**config.mk**
```make
export PLATFORM = sky130hd
export DESIGN_NAME = tvg_ctrl
export DESIGN_NICKNAME = d
export VERILOG_FILES = /design/src/hdl/tvg_pkg.sv /design/src/hdl/tvg_ctrl.sv
export VERILOG_INCLUDE_DIRS = /design/src /design/src/hdl
export SDC_FILE = /design/constraint.sdc
export NUM_CORES = 1
export LEC_CHECK = 0
export BUFFER_PORTS_ARGS = -buffer_cell sky130_fd_sc_hd__buf_2
export CAP_MARGIN = 40
export CORE_AREA = 2 2 39 41
export DETAILED_ROUTE_END_ITERATION = 6
export DIE_AREA = 0 0 41 43
export PLACE_DENSITY = 0.47
export SLEW_MARGIN = 20
export SYNTH_ARGS = -nofsm -noshare
export SYNTH_HDL_FRONTEND = slang
export SYNTH_SLANG_ARGS = --single-unit
export TNS_END_PERCENT = 5
```
**constraint.sdc**
```tcl
create_clock -name clk_i -period 2.9 [get_ports clk_i]
set_input_delay 0.435 -clock clk_i [delete_from_list [all_inputs] [get_ports clk_i]]
set_output_delay 0.435 -clock clk_i [all_outputs]
set_load 0.02 [all_outputs]
```
**src/hdl/threshold_vector_grouping_assert.svh**
```systemverilog
// Assertion macros shared by the threshold vector grouping RTL.
`ifndef THRESHOLD_VECTOR_GROUPING_ASSERT_SVH
`define THRESHOLD_VECTOR_GROUPING_ASSERT_SVH

// Check cons in the same cycle as ante, outside reset.
`define TVG_ASSERT_SAME(lbl, ante, cons, msg) \
  lbl: assert property (@(posedge clk_i) disable iff (!rst_ni) (ante) |-> (cons)) \
    else $error(msg);

// Check cons in the cycle after ante, outside reset.
`define TVG_ASSERT_NEXT(lbl, ante, cons, msg) \
  lbl: assert property (@(posedge clk_i) disable iff (!rst_ni) (ante) |=> (cons)) \
    else $error(msg);

`endif

```
**src/hdl/tvg_pkg.sv**
```systemverilog
// Package: beat types, controller states, command/status structs and constants.
`timescale 1ns / 1ps
`default_nettype none

package tvg_pkg;

  localparam int unsigned TRAIT_W       = 16;
  localparam int unsigned PREC_W        = 16;
  localparam int unsigned SQ_W          = 32;
  localparam int unsigned GIDX_W        = 6;
  localparam logic [SQ_W-1:0] PREC_SQ_RESET = 32'h0001_0000;

  typedef struct packed {
    logic signed [TRAIT_W-1:0] trait_value;
    logic                      last_of_vector;
    logic                      start_new_set;
  } in_beat_t;

  typedef struct packed {
    logic [GIDX_W-1:0] group_index;
    logic              is_new_group;
    logic              store_overflow;
  } out_beat_t;

  typedef enum logic [2:0] {
    ST_IDLE,
    ST_LIMIT,
    ST_SCAN,
    ST_WRITE,
    ST_EMIT
  } tvg_state_e;

  typedef struct packed {
    logic take;
    logic prep;
    logic scan;
    logic write;
    logic emit;
  } tvg_cmd_t;

  typedef struct packed {
    logic scan_done;
    logic found;
    logic room;
    logic write_done;
    logic out_free;
  } tvg_status_t;

endpackage

`default_nettype wire

```
**src/hdl/tvg_ctrl.sv**
```systemverilog
// Controller state machine: sequences gather, limit setup, scan, store write and result.
`timescale 1ns / 1ps
`default_nettype none
`include "threshold_vector_grouping_assert.svh"

module tvg_ctrl (
  input  wire logic                clk_i,
  input  wire logic                rst_ni,
  input  wire logic                in_valid_i,
  input  wire logic                in_last_i,
  input  wire tvg_pkg::tvg_status_t status_i,
  output tvg_pkg::tvg_cmd_t        cmd_o,
  output logic                     in_stall_o
);
  import tvg_pkg::*;

  tvg_state_e state_q, state_d;

  always_ff @(posedge clk_i or negedge rst_ni) begin
    if (!rst_ni) begin
      state_q <= ST_IDLE;
    end else begin
      state_q <= state_d;
    end
  end

  always_comb begin
    state_d = state_q;
    case (state_q)
      ST_IDLE: begin
        if (in_valid_i && in_last_i) state_d = ST_LIMIT;
      end
      ST_LIMIT: begin
        state_d = ST_SCAN;
      end
      ST_SCAN: begin
        if (status_i.scan_done) begin
          if (status_i.found || !status_i.room) state_d = ST_EMIT;
          else state_d = ST_WRITE;
        end
      end
      ST_WRITE: begin
        if (status_i.write_done) state_d = ST_EMIT;
      end
      ST_EMIT: begin
        if (status_i.out_free) state_d = ST_IDLE;
      end
      default: begin
        state_d = ST_IDLE;
      end
    endcase
  end

  always_comb begin
    cmd_o      = '0;
    in_stall_o = 1'b1;
    case (state_q)
      ST_IDLE: begin
        in_stall_o = 1'b0;
        cmd_o.take = in_valid_i;
      end
      ST_LIMIT: begin
        cmd_o.prep = 1'b1;
      end
      ST_SCAN: begin
        cmd_o.scan = 1'b1;
      end
      ST_WRITE: begin
        cmd_o.write = 1'b1;
      end
      ST_EMIT: begin
        cmd_o.emit = status_i.out_free;
      end
      default: begin
        cmd_o = '0;
      end
    endcase
  end

  `TVG_ASSERT_NEXT(a_limit_to_scan, state_q == ST_LIMIT, state_q == ST_SCAN, "limit not followed by scan")
  `TVG_ASSERT_SAME(a_no_write_on_match, state_q == ST_WRITE, !status_i.found, "store write after a match")
  `TVG_ASSERT_NEXT(a_emit_to_idle, cmd_o.emit, state_q == ST_IDLE, "emit did not return to idle")

endmodule

`default_nettype wire

```
* Word-level counts from Yosys, hierarchy flattened
Cells that the tools add are included.
W data, S select, Z words.
** Word-level totals
- Flip-flop bits (word level) :: 3
- Bits of input ports :: 9
- Output and inout port bits :: 6
- Word-level logic and storage cells :: 26
** Cells by class
- Equality and inequality tests :: 8
- Multiplexer cells :: 12
- Reduce and logical (&&, ||, !) cells :: 5
** Operators with widths (count)
- $mux W3 :: 5
- $pmux W3 S5 :: 1
- $ne A2 B2 Y1 const B :: 4
- $eq A3 B2 Y1 const B :: 2
- $mux W1 :: 6
- $reduce_and A4 Y1 :: 1
- $eq A3 B1 Y1 const B :: 1
- $eq A3 B3 Y1 const B :: 1
- $logic_not A3 Y1 :: 1
- $logic_and A1 B1 Y1 :: 1
- $logic_not A1 Y1 :: 1
- $logic_or A1 B1 Y1 :: 1

* Logic depth before layout (Yosys ltp)
Gate-level depths: netlist of run 1.
- Word-level depth :: 5
- Gate-level depth with buffers :: 4
- Gate-level depth less buffers :: 3

* Least setup slack after synthesis of run 1
No wires, ideal clock.
- Path type :: reg2out
- Start point :: register state_q[0]
- End point :: output cmd_o[4] (netlist name)
- Arrival :: 1098 ps
- Required time :: 2465 ps
- Path slack :: 1367 ps
- Cell stages (with the launch flop) :: 4
- Buffers on the path :: 1
- Path through :: dfrtp_1 buf_6 or3_4 nor2_2
** RTL lines
- start, declared :: line tvg_ctrl.sv:17 : tvg_state_e state_q, state_d;
- start signal, assigned :: line tvg_ctrl.sv:23 : state_q <= state_d;
- end, declared :: line tvg_ctrl.sv:12 : output tvg_pkg::tvg_cmd_t cmd_o,

==> results of run 1 <==
[kinds of logic (layout without fill, tap and decap cells)]
logic type	after synthesis	count (layout)
buffers and inverters	2	20
and+or+nand+nor	16	16
AOI/OAI and AO/OA	4	4
DFF	3	3
[worst max-delay path by stage]
stage / startpoint / to / slack (ns) / depth (start not counted)
global placement: state_q[0] / cmd_o[4] / 1.37 / 3
finish: state_q[0] / cmd_o[4] / 1.12 / 3
detailed placement: state_q[0] / cmd_o[4] / 1.37 / 3
global route: state_q[0] / cmd_o[4] / 1.05 / 3
CTS: state_q[0] / cmd_o[4] / 1.11 / 3
floorplan: state_q[0] / cmd_o[4] / 1.37 / 3
[per-stage QoR]
stage               power (mW)  worst slack [ns]  instances  instance area [um^2]  hold WS (ns)
floorplan                0.193              1.37         25                   223         0.139
global placement         0.230              1.37         54                   302         0.234
detailed placement       0.230              1.37         54                   302         0.232
CTS                      0.307              1.11         59                   338         0.481
global route             0.329              1.05         59                   338         0.480
finish                   0.303              1.12         59                   338         0.487
[timing repair]
item / CTS / global route
hold buffers: 1 / 0
setup buffers: 0 / 0
endpoints found under the hold margin: 3 / 0
gates resized for setup: 0 / 0
[power by group]
| part | internal [mW] | switching [mW] | total [mW] |
|---|---|---|---|
| Combinational | 0.0663 | 0.0771 | 0.143 |
| Clock | 0.0516 | 0.0219 | 0.0735 |
| Sequential | 0.0561 | 0.0300 | 0.0861 |
[metal layers]
layer,GRT usage,share of wire,wire [um],vias to the layer above
met5,0,0,0,-
met4,0.0800,0,0,0
met3,0.0314,0.14,72,0
met2,0.0938,0.46,240,15
met1,0.0777,0.40,209,95
li1,-,-,-,123
[critical path, delay by kind of cell, from the launching register on]
family | cells | cell delay [ns]
buf+inv | 1 | 0.16
flops | 1 | 0.47
simple gates | 2 | 0.49
[area by class of cell]
class / instances / share of cell area
repair buffers: 15 / 0.237
multi-input cells: 20 / 0.393
clock buffers: 4 / 0.0778
flip-flops and latches: 3 / 0.222
inverters: 1 / 0.0111
well taps: 16 / 0.0593
[cells in the final DEF (no fill, tap or decap), types with 2 or more instances in the layout]
cell type / synthesis / final
buf_2: 0 / 14
clkbuf_4: 0 / 3
dfrtp_1: 3 / 3
nor2b_1: 2 / 2
nand2b_1: 2 / 2
nor2_1: 2 / 2
==> impl_metrics.toml, run 1 <==
[cells_and_area]
area_growth_pct = 51.7
post-route-util = 0.244
layout.nets = 53
drive_above_1_share = 0.465
largest_reg_flops = 3
fillers = 159
multi_input_area_um2 = 133
seq_area_um2 = 75.1
largest_register = "state_q"
top_regs = "state_q (3)"
n_antenna_cell = 0

[floorplanning]
fp-row-count = 14
die_area_um2 = 1760
core-area_um2 = 1380
die_w_um = 41
start_util = 0.161
boundaryPins = 15
die_h_um = 43

[detailed_routing]
drtPass1Iterations = 4
drc = 0
dr_total_vias = 233
wl_um = 521
via_per_inst = 3.95
post_drt_wl_per_cell_um = 8.83
drt-initial-drc-count = 5
ant_nets = 0

[clock_network]
clkSinkCount = 3
cts_tree = "done"
ctsHtreeMaxLevel = 1
root_buffer = "clkbuf_4"
cts_buffers = 3
clockBufferDepth = 2
insertion_delay_ns = 0.23
clkTransAtPathRegs_ns = 0.04

[setup_path]
r2r_slack_ns = 1.83
cp_max_fo = 10
cpPeakStageDelay_ns = 0.47
worst_path_max_delay_cell = "dfrtp_1"
start_kind = "flip-flop"
reg2reg_depth = 3
critPathRequiredTime_ns = 2.47
critPathCaptureType = "output port"
worstPathCellList = "or3_4 -> nor2_2 -> buf_2"
path_class = "flip-flop to output port"
worstReg2RegEnd = "state_q[2]"
cp.arrival_ns = 1.35
reg2reg_from = "state_q[0]"

[grt]
first_global_vias = 211
track_usage = 0.0724
antenna_found_initial = 0
grt_max_degree = 11
grt-ovfl-total = 0
grt_pass1_wl_um = 800

[sta]
post-route-period-util = 0.615
final_hold_viol_count = 0
finalSetupViolations = 0
min_period_ns = 1.78
fmaxAchievable_mhz = 560
report.final.slew_viol_count = 0
clock_skew_ns = 0.00210
tns_ns = 0
relSlewSlack = 0.809
rsz0062_at_grt = "no"
tightestPinTransition_ns = 0.286

[flow_run]
maxCapViolCount = 0

[yosys]
synth_cell_type_count = 20
yosys-top-cells-count = "dfrtp_1, nand2b_1, nor2_1, nor2b_1"
synth_seq_cells = 3
yosysMostFrequentCell = "dfrtp_1"
synth_edf_count = 0
syn_nets = 34
synth_compound_area_frac = 0.124
ys_warn_count = 0
synth_mux_area_frac = 0
synth_xor_area_frac = 0
syn_inst = 25
synthTopCellsByArea = "dfrtp_1, nand2b_1, nor2b_1"
netlist_area_um2 = 223
synth_top_area_frac = 0.337
synth-adder-area-share = 0
synthArstFlopShare = 1.00
synth-simple-area-share = 0.472
synth_flop_cell = "dfrtp_1"
synth_area_per_cell_um2 = 8.91
yosysTopAreaCell = "dfrtp_1"
yosysSeqAreaShare = 0.337
synth_top_family_by_area = "simple AND/OR/NAND/NOR gates"

[status]
run_status = "finished clean"

[hold_path]
min_from = "in_last_i"
worstHoldEndpoint = "state_q[0]"
whs_path_depth = 3
hold_class = "primary input to flip-flop"

[placed_design]
dpl.hpwl_um = 404
portBuffers = 14
globalplace.congestion = 0.680

[pwr]
leakage_nw = 0.175
ir_worst_vdd_uv = 146
powerDensity_nw_per_um2 = 897
Power figures use the tool's default switching activity.
==> inputs of run 2 (changes only) <==
Clock period 2.9 ns to 1.7 ns, I/O delays scaled along.
==> run 2 against run 1 <==
  * Count of clock-buffer cells in the layout is the same
  * Sequential share of layout area is the same
  * Sequential power is 71% higher
  * Total power up 71%
  * Utilization is the same
  * Global-route usage increased by 0.70 points
  * Critical endpoint unchanged
==> impl_metrics.toml, run 2 (synthesized netlist as in run 1, its figures left out) <==
[cells_and_area]
largest_register = "state_q"
area_growth_pct = 51.7
top_regs = "state_q (3)"
fillers = 161
layout.nets = 53
layout_common_cells = "buf_2, clkbuf_4, dfrtp_1"
drive_above_1_share = 0.465
largest_reg_flops = 3
mostFrequentLayoutCell = "buf_2"
n_antenna_cell = 0
final_area_um2 = 338

[sta]
fmaxAchievable_mhz = 627
report.final.slew_viol_count = 0
clock_skew_ns = 0.00148
relSlewSlack = 0.820
tightestPinTransition_ns = 0.270
min_period_ns = 1.60
post-route-period-util = 0.938
rsz0062_at_grt = "no"
final_hold_viol_count = 0
finalSetupViolations = 0
tns_ns = 0

[setup_path]
start_kind = "flip-flop"
cpPeakStageDelay_ns = 0.46
cp_max_fo = 10
critPathCaptureType = "output port"
worstPathCellList = "or3_4 -> nor2_2 -> buf_2"
path_class = "flip-flop to output port"
critPathRequiredTime_ns = 1.44
worst_path_max_delay_cell = "dfrtp_1"
cp.arrival_ns = 1.34

[floorplanning]
core-area_um2 = 1380
boundaryPins = 15
die_w_um = 41
die_area_um2 = 1760
die_h_um = 43
start_util = 0.161
fp-row-count = 14

[grt]
track_usage = 0.0795
first_global_vias = 215
antenna_found_initial = 0
grt_max_degree = 11
grt-ovfl-total = 0
grt_pass1_wl_um = 869

[clock_network]
clkTransAtPathRegs_ns = 0.04
clkSinkCount = 3
cts_buffers = 3
post_cts_resized = 0
clockBufferDepth = 2
root_buffer = "clkbuf_4"
cts_tree = "done"
insertion_delay_ns = 0.23
ctsHtreeMaxLevel = 1

[pwr]
ir_worst_vdd_uv = 264
leakage_nw = 0.175
powerDensity_nw_per_um2 = 1530

[detailed_routing]
wl_um = 544
dr_total_vias = 241
via_per_inst = 4.08
drt-initial-drc-count = 2
ant_nets = 0
drc = 0
drtPass1Iterations = 4
post_drt_wl_per_cell_um = 9.22

[placed_design]
portBuffers = 14
dpl.hpwl_um = 418
placed_area_um2 = 302
globalplace.congestion = 0.679

[flow_run]
maxCapViolCount = 0

[status]
run_status = "finished clean"

[hold_path]
hold_class = "primary input to flip-flop"
## run 2: what timing repair did
item / 4_1_cts / 5_1_grt
setup buffers: 0 / 0
hold endpoints to repair: 3 / 0
hold buffers: 1 / 0
## run 2: critical path, delay by kind of cell, from the launching register on
family	cells	cell delay (ns)
buf+inv	1	0.16
simple gates	2	0.49
flops	1	0.46
## run 2: worst paths after layout
| kind | slack, ns | cells after the start | end | start |
|---|---|---|---|---|
| min in group asynchronous | 0.34 | 2 | state_q[0] | rst_ni |
| min reg2reg | 0.56 | 1 | state_q[0] | state_q[2] |
| max | 0.10 | 3 | cmd_o[4] | state_q[0] |
| max in group asynchronous | 1.25 | 2 | state_q[1] | rst_ni |
| min | 0.31 | 3 | state_q[0] | in_last_i |
| max reg2reg | 0.63 | 3 | state_q[2] | state_q[0] |
## run 2: power by group
group	leakage, nW	switching [mW]	total, mW	internal [mW]
combinational	0.120	0.132	0.245	0.113
sequential	0.0397	0.0517	0.147	0.0957
clock	0.0150	0.0376	0.126	0.0880
total	0.175	0.221	0.518	0.297
## run 2: area by class of cell
type	count	area, um^2	area share
well taps	16	20.0	0.0593
flip-flops and latches	3	75.1	0.222
repair buffers	15	80.1	0.237
multi-input cells	20	133	0.393
inverters	1	3.75	0.0111
clock buffers	4	26.3	0.0778
## run 2: routing by layer
| metal | vias up | global-route usage | part of all wire | wire, um |
|---|---|---|---|---|
| li1 | 124 | - | - | - |
| met1 | 101 | 0.100 | 0.42 | 226 |
| met2 | 14 | 0.0938 | 0.47 | 256 |
| met3 | 2 | 0.0314 | 0.090 | 49 |
| met4 | 0 | 0.0800 | 0.018 | 10 |
| met5 | - | 0 | 0 | 0 |
## run 2: metrics by stage
stage / hold slack [ns] / cells / total power, mW / setup WS [ns] / util
4_1_cts: 0.304 / 59 / 0.528 / 0.0852 / 0.244
2_1_floorplan: -0.0406 / 25 / 0.329 / 0.347 / -
3_3_place_gp: 0.0536 / 54 / 0.392 / 0.352 / 0.218
3_5_place_dp: 0.0516 / 54 / 0.395 / 0.338 / 0.218
6_report: 0.310 / 59 / 0.518 / 0.105 / 0.244
5_1_grt: 0.319 / 59 / 0.565 / 0.0287 / 0.244
